### config.mk
export PLATFORM = sky130hd
export DESIGN_NAME = rc4_stream_cipher
export DESIGN_NICKNAME = d
export VERILOG_FILES = /design/src/rtl/rc4_pkg.sv /design/src/rtl/rc4_ram.sv /design/src/rtl/rc4_sbox.sv /design/src/rtl/rc4_stream_cipher.sv
export SDC_FILE = /design/constraint.sdc
export NUM_CORES = 2
export LEC_CHECK = 0
export BUFFER_PORTS_ARGS = -buffer_cell sky130_fd_sc_hd__buf_4
export CORE_MARGIN = 2
export CORE_UTILIZATION = 50
export DETAILED_ROUTE_END_ITERATION = 10
export PLACE_DENSITY_LB_ADDON = 0.2
export SLEW_MARGIN = 20
export SYNTH_ARGS = -nofsm -noshare
export SYNTH_HDL_FRONTEND = slang
export SYNTH_HIERARCHICAL = 1
export SYNTH_SLANG_ARGS = --single-unit
### constraint.sdc
create_clock -name aclk -period 7.1 [get_ports aclk]
set_input_delay 0.355 -clock aclk [delete_from_list [all_inputs] [get_ports aclk]]
set_output_delay 0.355 -clock aclk [all_outputs]
set_load 0.02 [all_outputs]
### src/rtl/rc4_pkg.sv
// ---------------------------------------------------------------------------
// rc4_pkg
// Shared types and constants for the RC4 stream cipher engine.
// ---------------------------------------------------------------------------
package rc4_pkg;

    localparam int PERM_SIZE = 256;
    localparam int IDX_W     = $clog2(PERM_SIZE);
    localparam int KEY_W     = 64;
    localparam int KLEN_W    = 5;
    localparam int PADDR_W   = 5;

    localparam logic [KLEN_W-1:0] KEY_LEN_MAX   = 5'd16;
    localparam logic [KLEN_W-1:0] KEY_LEN_MIN   = 5'd1;
    localparam logic [KLEN_W-1:0] KEY_LEN_RESET = 5'd16;

    localparam logic [1:0] REG_KEY_LOW    = 2'd0;
    localparam logic [1:0] REG_KEY_HIGH   = 2'd1;
    localparam logic [1:0] REG_KEY_LENGTH = 2'd2;

    localparam logic FUNC_KEY   = 1'b0;
    localparam logic FUNC_CRYPT = 1'b1;

    localparam logic KIND_KEYED = 1'b0;
    localparam logic KIND_CRYPT = 1'b1;

    typedef struct packed {
        logic             en;
        logic [IDX_W-1:0] addr;
        logic [IDX_W-1:0] data;
    } sbox_wr_t;

endpackage

### src/rtl/rc4_ram.sv
// ---------------------------------------------------------------------------
// rc4_ram
// Generic simple dual-port RAM: one write port, one read port, registered
// read data (old data on a same-address read and write).
// ---------------------------------------------------------------------------
module rc4_ram #(
    parameter int WIDTH = 8,
    parameter int DEPTH = 256
) (
    input  logic                     aclk,
    input  logic                     we,
    input  logic [$clog2(DEPTH)-1:0] waddr,
    input  logic [WIDTH-1:0]         wdata,
    input  logic [$clog2(DEPTH)-1:0] raddr,
    output logic [WIDTH-1:0]         rdata
);

    logic [WIDTH-1:0] mem_reg [DEPTH];

    always_ff @(posedge aclk) begin
        if (we) begin
            mem_reg[waddr] <= wdata;
        end
        rdata <= mem_reg[raddr];
    end

endmodule

### src/rtl/rc4_sbox.sv
// ---------------------------------------------------------------------------
// rc4_sbox
// Permutation store: RAM plus per-entry valid bits. An entry that has not
// been written since reset or the last clear reads as its own address.
// ---------------------------------------------------------------------------
module rc4_sbox
    import rc4_pkg::*;
(
    input  logic             aclk,
    input  logic             aresetn,
    input  logic             clr,
    input  logic [IDX_W-1:0] rd_addr,
    input  sbox_wr_t         wr,
    output logic [IDX_W-1:0] rd_data
);

    logic [PERM_SIZE-1:0] valid_reg;
    logic                 q_valid_reg;
    logic [IDX_W-1:0]     q_addr_reg;
    logic [IDX_W-1:0]     ram_q;

    rc4_ram #(
        .WIDTH (IDX_W),
        .DEPTH (PERM_SIZE)
    ) u_ram (
        .aclk  (aclk),
        .we    (wr.en),
        .waddr (wr.addr),
        .wdata (wr.data),
        .raddr (rd_addr),
        .rdata (ram_q)
    );

    always_ff @(posedge aclk) begin
        if (!aresetn) begin
            valid_reg   <= '0;
            q_valid_reg <= 1'b0;
        end else begin
            q_valid_reg <= valid_reg[rd_addr];
            if (clr) begin
                valid_reg <= '0;
            end else if (wr.en) begin
                valid_reg[wr.addr] <= 1'b1;
            end
        end
    end

    always_ff @(posedge aclk) begin
        q_addr_reg <= rd_addr;
    end

    assign rd_data = q_valid_reg ? ram_q : q_addr_reg;

endmodule

### src/rtl/rc4_stream_cipher.sv
// ---------------------------------------------------------------------------
// rc4_stream_cipher
// Crypt transaction: dependent S-box reads on the single RAM read port run
// through CR1, CR2, CR3 to result valid; CR3 holds while the output stalls
// and no new byte is taken until IDLE. Key schedule: KA, KB, KC per keyed
// swap (read S[n], read S[j], write), then KFIN writes the last entry.
// Reset: synchronous, active low; S-box reads as identity right away through
// valid bits, indices clear, key registers clear, key length goes to 16.
// ---------------------------------------------------------------------------
module rc4_stream_cipher
    import rc4_pkg::*;
(
    input  logic               aclk,
    input  logic               aresetn,

    input  logic               psel,
    input  logic               penable,
    input  logic               pwrite,
    input  logic [PADDR_W-1:0] paddr,
    input  logic [KEY_W-1:0]   pwdata,
    output logic [KEY_W-1:0]   prdata,
    output logic               pready,

    input  logic               s_valid,
    output logic               s_ready,
    input  logic               s_func,
    input  logic [7:0]         s_data_byte,

    output logic               m_valid,
    input  logic               m_ready,
    output logic [7:0]         m_out_byte,
    output logic               m_kind
);

    typedef enum logic [7:0] {
        ST_IDLE = 8'b0000_0001,
        ST_CR1  = 8'b0000_0010,
        ST_CR2  = 8'b0000_0100,
        ST_CR3  = 8'b0000_1000,
        ST_KA   = 8'b0001_0000,
        ST_KB   = 8'b0010_0000,
        ST_KC   = 8'b0100_0000,
        ST_KFIN = 8'b1000_0000
    } state_t;

    state_t             state_reg, state_next;
    logic [KEY_W-1:0]   key_low_reg, key_high_reg;
    logic [KLEN_W-1:0]  key_length_reg;
    logic [IDX_W-1:0]   i_reg, i_next;
    logic [IDX_W-1:0]   j_reg, j_next;
    logic [IDX_W-1:0]   n_reg, n_next;
    logic [3:0]         kpos_reg, kpos_next;
    logic [IDX_W-1:0]   si_reg, si_next;
    logic [IDX_W-1:0]   sj_reg, sj_next;
    logic [IDX_W-1:0]   t_reg, t_next;
    logic [7:0]         data_reg, data_next;
    logic               out_valid_reg;
    logic [7:0]         out_byte_reg, out_byte_next;
    logic               out_kind_reg, out_kind_next;

    logic               out_free;
    logic               out_load;
    logic               cfg_wr;
    logic               sb_clr;
    logic [IDX_W-1:0]   sb_rd_addr;
    logic [IDX_W-1:0]   sb_q;
    sbox_wr_t           sb_wr;
    logic [KLEN_W-1:0]  eff_len;
    logic [7:0]         key_byte;
    logic [IDX_W-1:0]   ks_byte;

    rc4_sbox u_sbox (
        .aclk    (aclk),
        .aresetn (aresetn),
        .clr     (sb_clr),
        .rd_addr (sb_rd_addr),
        .wr      (sb_wr),
        .rd_data (sb_q)
    );

    // configuration port
    assign pready = 1'b1;
    assign cfg_wr = psel && penable && pwrite && pready;

    always_ff @(posedge aclk) begin
        if (!aresetn) begin
            key_low_reg    <= '0;
            key_high_reg   <= '0;
            key_length_reg <= KEY_LEN_RESET;
        end else if (cfg_wr) begin
            case (paddr[4:3])
                REG_KEY_LOW:    key_low_reg    <= pwdata;
                REG_KEY_HIGH:   key_high_reg   <= pwdata;
                REG_KEY_LENGTH: key_length_reg <= pwdata[KLEN_W-1:0];
                default: ;
            endcase
        end
    end

    always_comb begin
        case (paddr[4:3])
            REG_KEY_LOW:    prdata = key_low_reg;
            REG_KEY_HIGH:   prdata = key_high_reg;
            REG_KEY_LENGTH: prdata = {{(KEY_W-KLEN_W){1'b0}}, key_length_reg};
            default:        prdata = '0;
        endcase
    end

    always_comb begin
        if (key_length_reg < KEY_LEN_MIN) begin
            eff_len = KEY_LEN_MIN;
        end else if (key_length_reg > KEY_LEN_MAX) begin
            eff_len = KEY_LEN_MAX;
        end else begin
            eff_len = key_length_reg;
        end
    end

    assign key_byte = kpos_reg[3] ? key_high_reg[{kpos_reg[2:0], 3'b000} +: 8]
                                  : key_low_reg[{kpos_reg[2:0], 3'b000} +: 8];

    // keystream byte, forwarded past the swap writes still in flight
    always_comb begin
        if (t_reg == j_reg) begin
            ks_byte = si_reg;
        end else if (t_reg == i_reg) begin
            ks_byte = sj_reg;
        end else begin
            ks_byte = sb_q;
        end
    end

    assign out_free = !out_valid_reg || m_ready;
    assign s_ready  = (state_reg == ST_IDLE);

    always_comb begin
        state_next    = state_reg;
        i_next        = i_reg;
        j_next        = j_reg;
        n_next        = n_reg;
        kpos_next     = kpos_reg;
        si_next       = si_reg;
        sj_next       = sj_reg;
        t_next        = t_reg;
        data_next     = data_reg;
        out_byte_next = out_byte_reg;
        out_kind_next = out_kind_reg;
        out_load      = 1'b0;
        sb_clr        = 1'b0;
        sb_rd_addr    = t_reg;
        sb_wr         = '0;
        unique case (state_reg)
            ST_IDLE: begin
                if (s_valid) begin
                    if (s_func == FUNC_CRYPT) begin
                        i_next     = i_reg + 8'd1;
                        sb_rd_addr = i_reg + 8'd1;
                        data_next  = s_data_byte;
                        state_next = ST_CR1;
                    end else begin
                        sb_clr     = 1'b1;
                        n_next     = '0;
                        kpos_next  = '0;
                        j_next     = '0;
                        state_next = ST_KA;
                    end
                end
            end
            ST_CR1: begin
                si_next    = sb_q;
                j_next     = j_reg + sb_q;
                sb_rd_addr = j_reg + sb_q;
                state_next = ST_CR2;
            end
            ST_CR2: begin
                sj_next    = sb_q;
                sb_wr.en   = 1'b1;
                sb_wr.addr = i_reg;
                sb_wr.data = sb_q;
                t_next     = si_reg + sb_q;
                sb_rd_addr = si_reg + sb_q;
                state_next = ST_CR3;
            end
            ST_CR3: begin
                sb_wr.en   = 1'b1;
                sb_wr.addr = j_reg;
                sb_wr.data = si_reg;
                sb_rd_addr = t_reg;
                if (out_free) begin
                    out_load      = 1'b1;
                    out_byte_next = data_reg ^ ks_byte;
                    out_kind_next = KIND_CRYPT;
                    state_next    = ST_IDLE;
                end
            end
            ST_KA: begin
                sb_rd_addr = n_reg;
                if (n_reg != '0) begin
                    sb_wr.en   = 1'b1;
                    sb_wr.addr = n_reg - 8'd1;
                    sb_wr.data = sj_reg;
                end
                state_next = ST_KB;
            end
            ST_KB: begin
                si_next    = sb_q;
                j_next     = j_reg + sb_q + key_byte;
                sb_rd_addr = j_reg + sb_q + key_byte;
                state_next = ST_KC;
            end
            ST_KC: begin
                sj_next    = sb_q;
                sb_wr.en   = 1'b1;
                sb_wr.addr = j_reg;
                sb_wr.data = si_reg;
                if (({1'b0, kpos_reg} + 5'd1) >= eff_len) begin
                    kpos_next = '0;
                end else begin
                    kpos_next = kpos_reg + 4'd1;
                end
                if (&n_reg) begin
                    state_next = ST_KFIN;
                end else begin
                    n_next     = n_reg + 8'd1;
                    state_next = ST_KA;
                end
            end
            ST_KFIN: begin
                sb_wr.en   = 1'b1;
                sb_wr.addr = n_reg;
                sb_wr.data = sj_reg;
                if (out_free) begin
                    out_load      = 1'b1;
                    out_byte_next = '0;
                    out_kind_next = KIND_KEYED;
                    i_next        = '0;
                    j_next        = '0;
                    state_next    = ST_IDLE;
                end
            end
            default: begin
                state_next = ST_IDLE;
            end
        endcase
    end

    always_ff @(posedge aclk) begin
        if (!aresetn) begin
            state_reg     <= ST_IDLE;
            i_reg         <= '0;
            j_reg         <= '0;
            n_reg         <= '0;
            kpos_reg      <= '0;
            out_valid_reg <= 1'b0;
        end else begin
            state_reg <= state_next;
            i_reg     <= i_next;
            j_reg     <= j_next;
            n_reg     <= n_next;
            kpos_reg  <= kpos_next;
            if (out_load) begin
                out_valid_reg <= 1'b1;
            end else if (m_ready) begin
                out_valid_reg <= 1'b0;
            end
        end
    end

    always_ff @(posedge aclk) begin
        si_reg       <= si_next;
        sj_reg       <= sj_next;
        t_reg        <= t_next;
        data_reg     <= data_next;
        out_byte_reg <= out_byte_next;
        out_kind_reg <= out_kind_next;
    end

    assign m_valid    = out_valid_reg;
    assign m_out_byte = out_byte_reg;
    assign m_kind     = out_kind_reg;

    a_key_start: assert property (@(posedge aclk) disable iff (!aresetn)
        (s_valid && s_ready && (s_func == FUNC_KEY)) |=> (state_reg == ST_KA))
        else $error("key schedule did not start");

    a_result_src: assert property (@(posedge aclk) disable iff (!aresetn)
        (!m_valid ##1 m_valid) |-> $past(state_reg == ST_CR3 || state_reg == ST_KFIN))
        else $error("result appeared outside a finishing state");

    a_keyed_zero: assert property (@(posedge aclk) disable iff (!aresetn)
        (m_valid && (m_kind == KIND_KEYED)) |-> (m_out_byte == 8'd0))
        else $error("key schedule result is not zero");

    a_idx_clear: assert property (@(posedge aclk) disable iff (!aresetn)
        (state_reg == ST_KFIN && out_free) |=> (i_reg == '0 && j_reg == '0))
        else $error("indices not cleared after key schedule");

    a_ks_ready: assert property (@(posedge aclk) disable iff (!aresetn)
        (state_reg == ST_KC && !(&n_reg)) |=> (state_reg == ST_KA && !s_ready))
        else $error("key schedule loop broken");

endmodule

Word level (Yosys, flattened, before mapping)
Memory sizes are Yosys's and may differ from the RTL's. A register that Yosys moved wholly into a read port is not among the register bits. Index checks and enable logic that the tools add are counted.

Register bits after elaboration: 476. Bits in writable memories: 2048. Input bits: 85. Output and inout bits: 76. Word-level logic and storage cells: 133. Memories: 1.

Add/sub/neg operators: 8. Magnitude comparators: 6. Equal/unequal tests: 19. Shift-type cells: 2. Multiplexer cells: 48. Bitwise logic cells: 3. Reduce and logical (&&, ||, !) cells: 28.

Memory list: u_sbox.u_ram.mem_reg (depth 256, bits a word 8, read ports 1, clocked after memory_dff 1, wr ports 1, line rc4_ram.sv:18) `logic [WIDTH-1:0] mem_reg [DEPTH];`.

Operators by type and width (number): 256-bit bitwise OR (1); 64-bit one-hot mux with 3 select lines (1); 8-bit two-way mux (16); 64-bit by 7-bit variable part select with 8-bit output (2); 17-bit one-hot mux with 4 select lines (1); 8-bit one-hot mux with 7 select lines (1); 8-bit one-hot mux with 2 select lines (3); 8-bit one-hot mux with 5 select lines (1); 8-bit one-hot mux with 4 select lines (1); 8-bit adder (3); 8-bit by 9-bit < comparator with 1-bit output, second input constant (2); 17-bit two-way mux (1); 8-bit by 1-bit adder with 8-bit output, second input constant (2); 8-bit == test (2); 5-bit two-way mux (3); 1-bit two-way mux (13); 4-bit two-way mux (3); 4-bit AND reduction (3); 2-bit inequality test, second input constant (5); 2-bit OR reduction (5); 3-bit AND reduction (3); 1-bit binary-select mux with 8-bit select (1); 1-bit demux with 8-bit select (1); 8-bit by 1-bit == test with 1-bit output, second input constant (1); 30 further kinds (39).

Logic depth before layout (Yosys ltp)
Depth in word-level cells: 8. Depth in mapped cells: 23. Mapped depth without buffers: 19.

By module
The synthesis kept the hierarchy.

By module, submodules not included: rc4_ram (times used 1, cells an instance 3733, area each 79556.3 um2, sequential area each 61659.1 um2); rc4_stream_cipher (times used 1, cells an instance 1341, area each 11975.2 um2, sequential area each 4634.4 um2); rc4_sbox (times used 1, cells an instance 1143, area each 10636.5 um2, sequential area each 5305.1 um2).

Worst setup path after synthesis
OpenSTA, ideal clock, no wires.

Path type: flip-flop to flip-flop. From: register state_reg[7]. To: memory u_sbox.u_ram.mem_reg[0][0], data pin. Library setup time: 823 ps. Data arrival time: 4924 ps. Required time: 6277 ps. Setup slack: 1353 ps. Stages on the path, launching flop included: 9. Path buffers: 1. Clock period less this slack: 5747 ps. Cells stage by stage: dfxtp_1 > clkbuf_1 > nor4_2 > nand2_1 > nor3b_2 > nand2_1 > nand2_1 > nand2_1 > nand2_1.

RTL lines: from (decl) (line rc4_stream_cipher.sv:46) `state_t state_reg, state_next;`; from (signal assigned) (line rc4_stream_cipher.sv:256) `state_reg <= state_next;`; to (decl) (line rc4_ram.sv:18).

Final worst setup path
From: register u_sbox.q_valid_reg. To: register u_sbox.u_ram.rdata[1] (read register of u_sbox.u_ram.mem_reg).

Word-level cells in the longest chain between the ends: 4. Elaborated cells on any way between the ends: 5. Those cells by class: 3 x add/sub; 2 x mux.

RTL lines: from (decl) (line rc4_sbox.sv:18) `logic q_valid_reg;`; from (signal assigned) (line rc4_sbox.sv:39) `q_valid_reg <= valid_reg[rd_addr];`; 8-bit two-way mux (*) (line rc4_sbox.sv:52) `assign rd_data = q_valid_reg ? ram_q : q_addr_reg;`; net sb_q[0] (line rc4_stream_cipher.sv:66) `logic [IDX_W-1:0] sb_q;`; 8-bit adder (line rc4_stream_cipher.sv:172, rc4_stream_cipher.sv:208); 8-bit adder (line rc4_stream_cipher.sv:208) `sb_rd_addr = j_reg + sb_q + key_byte;`; 8-bit one-hot mux with 5 select lines (*) (line rc4_stream_cipher.sv:152) `unique case (state_reg)`; net sb_rd_addr[1] (line rc4_stream_cipher.sv:65) `logic [IDX_W-1:0] sb_rd_addr;`; to (decl) (line rc4_ram.sv:15) `output logic [WIDTH-1:0] rdata`.

Mark *: on every way through the listed nets, which the timed path passes. The rest lies on a longest branch. A chain may end at the register's enable or synchronous reset.

==> impl_metrics.ini <==
[run_status]
status = finished clean

[yosys]
ys_top_cells_by_area = edfxtp_1 (61%), mux4_2 (12%), dfxtp_1 (8.7%)
synth_edf_count = 2089
synth.distinct_cells = 88
synth_area_per_cell_um2 = 16.4
synth_top_area_share_pct = 61.4
yosysSeqAreaShare_pct = 70.1
synth_nets = 6336
yosys.area_share.simple_pct = 5.79
synthAdderAreaFrac_pct = 0.438
synth.ff_latch_count = 2532
async_flop_share_pct = 0
synth_top_area_cell = edfxtp_1
synth_xor_area_share_pct = 0.489
synth_cells = 6217
syn-cell-area_um2 = 102000
synth_ff_type = edfxtp_1
ys_warn_count = 6
synth_compound_area_share_pct = 6.14
synth_top_family_by_area = multiplexers
muxShareOfSynthArea_pct = 14.7

[timing]
finalSetupTns_ns = 0
hold_viol = 0
grt_setup_unrepaired = no
finalCritPeriodShare_pct = 94.4
finalCriticalPeriod_ns = 6.70
max_freq_mhz = 149
holdWs_ns = 0.126
setup_viol = 0
maxSlewViolCount = 0
relSlewSlack_pct = 15.2
tightestPinTransition_ns = 1.26
skew_ns = 0.0841

[pwr]
ir_worst_vdd_uv = 274
p_leak_nw = 32.8
power_density_nw_per_um2 = 282
finalPower_mw = 32.6

[routing]
drt-vias-per-instance = 6.24
firstDrtPassIters = 8
ant_nets = 0
drcViolationCount = 0
totalWireLength_um = 269000
routedWlPerCell_um = 28.7
drt-initial-drc-count = 6703
dr_total_vias = 58500

[setup_path]
worstPathArrival_ns = 7.46
cp.required_ns = 7.85
crit_type = flop to flop
end_kind = flop
crit_fanout = 34
critPathLaunchType = flop

[floorplan]
ios = 161
floorplan.initialDensity_pct = 50.4
core_um2 = 203000
dieHeight_um = 456
die-area_um2 = 208000
rows = 165
die_x_um = 456

[placement]
io_buffers = 156
place_hpwl_um = 167000
place_inst = 8824
routabilityCongestion = 0.903

[run]
cap_violations = 0

[clock_tree]
clkSinkCount = 2532
path_clk_slew_ns = 0.06
clk_latency_ns = 0.94
cts_resized = 0
cts_tree = built
numCtsBuffers = 275
clk_path_buf_depth = 4
root_buffer = clkbuf_16
cts.htree.levels = 5

[layout]
area_delta_synth_final_pct = 13.1
drive_above_1_share_pct = 19.8
layout.nets = 6627
largest_reg_flops = 2048
stdcell_count = 9371
final_util_pct = 57.0

[global_routing]
grt-ovfl-total = 0
antenna_found_initial = 7
grt_pass1_wl_um = 392000
grt_pass1_vias = 57500
grt_usage_pct = 25.5
grt_start_max_net_pins = 257

[hold_path]
worstHoldPathType = input port to flop
-- where the power goes --
group	internal (mW)	total, mW	switching (mW)
logic	1.27	3.36	2.09
registers	15.9	16.0	0.0504
clock network	7.68	13.2	5.55
-- worst max-delay path, cell delays in order (launching register included) --
cell and delay (ns):
dfxtp_1 0.57, mux2_2 0.48, ha_1 0.24, fa_1 0.55, inv_1 0.08, fa_1 0.50
nor2_1 0.04, a21oi_1 0.28, nand4_1 0.50, buf_4 0.37, buf_12 0.18, nor2b_1 0.89
a221oi_1 0.20, o211ai_1 0.29, nand3_1 0.16, nor4_1 0.92, buf_4 0.24, nor4_1 0.04
-- what timing repair did --
| item | 4_1_cts | 5_1_grt |
|---|---|---|
| hold buffers | 78 | 0 |
| buffers inserted | 0 | 0 |
| endpoints found under the setup margin | 0 | 0 |
| endpoints found under the hold margin | 168 | 0 |
-- cell usage after synthesis (32+ instances only) --
cell type and count:
a21boi_1 141, a21oi_1 361, a22oi_1 155, buf_1 44, buf_2 40, clkbuf_1 268, dfxtp_1 443, edfxtp_1 2089
mux2i_1 245, mux4_2 530, nand2_1 384, nand3_1 54, nor2_1 663, nor2b_1 59, nor3_1 43, nor4_1 32
o221ai_1 56, o22ai_1 35, xor2_1 37
-- cell families (layout without fill, tap and decap cells) --
group / after synthesis / count (layout)
simple gates: 1366 / 1366
mux: 810 / 810
flops: 2532 / 2532
compound gates: 955 / 955
buf+inv: 462 / 937
other cells: 1 / 8
xor+xnor: 57 / 57
fa+ha+maj: 34 / 34
-- final timing paths --
path | from | to | slack (ns) | depth (start not counted)
max reg2reg | u_sbox/q_valid_reg | u_sbox/u_ram/rdata[1] | 0.40 | 17
max | u_sbox/q_valid_reg | u_sbox/u_ram/rdata[1] | 0.40 | 17
min | paddr[3] | key_length_reg[4] | 0.13 | 3
min reg2reg | u_sbox/valid_reg[44] | u_sbox/valid_reg[44] | 0.46 | 2
-- cell usage in the layout (no fill, tap or decap), types with 22 or more instances in the layout --
master,count
mux4_2,530
nand3_1,53
clkinv_2,32
nor3_1,36
clkinv_1,55
o22ai_1,35
clkbuf_16,281
nor4_1,29
a31oi_1,24
a21oi_1,361
o21ai_0,27
edfxtp_1,2089
nor2b_1,56
a22oi_1,155
ha_1,31
dlygate4sd3_1,78
dfxtp_1,442
a21boi_1,141
mux2i_1,245
o221ai_1,56
buf_4,339
nor2_1,656
clkbuf_1,67
buf_12,31
xor2_1,37
nand2_1,376
a211oi_1,24
o21ai_1,22
-- through the flow --
stage	worst slack, ns	cell area [um^2]
after global placement	0.472	107000
after floorplan	1.35	102000
after CTS	0.466	115000
final	0.395	116000
after detailed placement	0.459	107000
after global routing	0.223	116000
-- per-layer routing --
layer | wire, um | global-route usage, %
met1 | 110000 | 36.1
met2 | 125000 | 39.4
met3 | 24400 | 5.52
met4 | 8900 | 8.82
met5 | 13 | 0
-- final cells by class --
cell class                      count  area (um^2)
Fill cell                       15600        87200
Tap cell                         2672         3340
Clock inverter                    103          727
Timing Repair Buffer              449         3970
Clock buffer                      358         7420
Antenna cell                        7         17.5
Sequential cell                  2532        71600
Inverter                           27          126
Multi-Input combinational cell   3223        28400
Power figures use the tool's default switching activity.
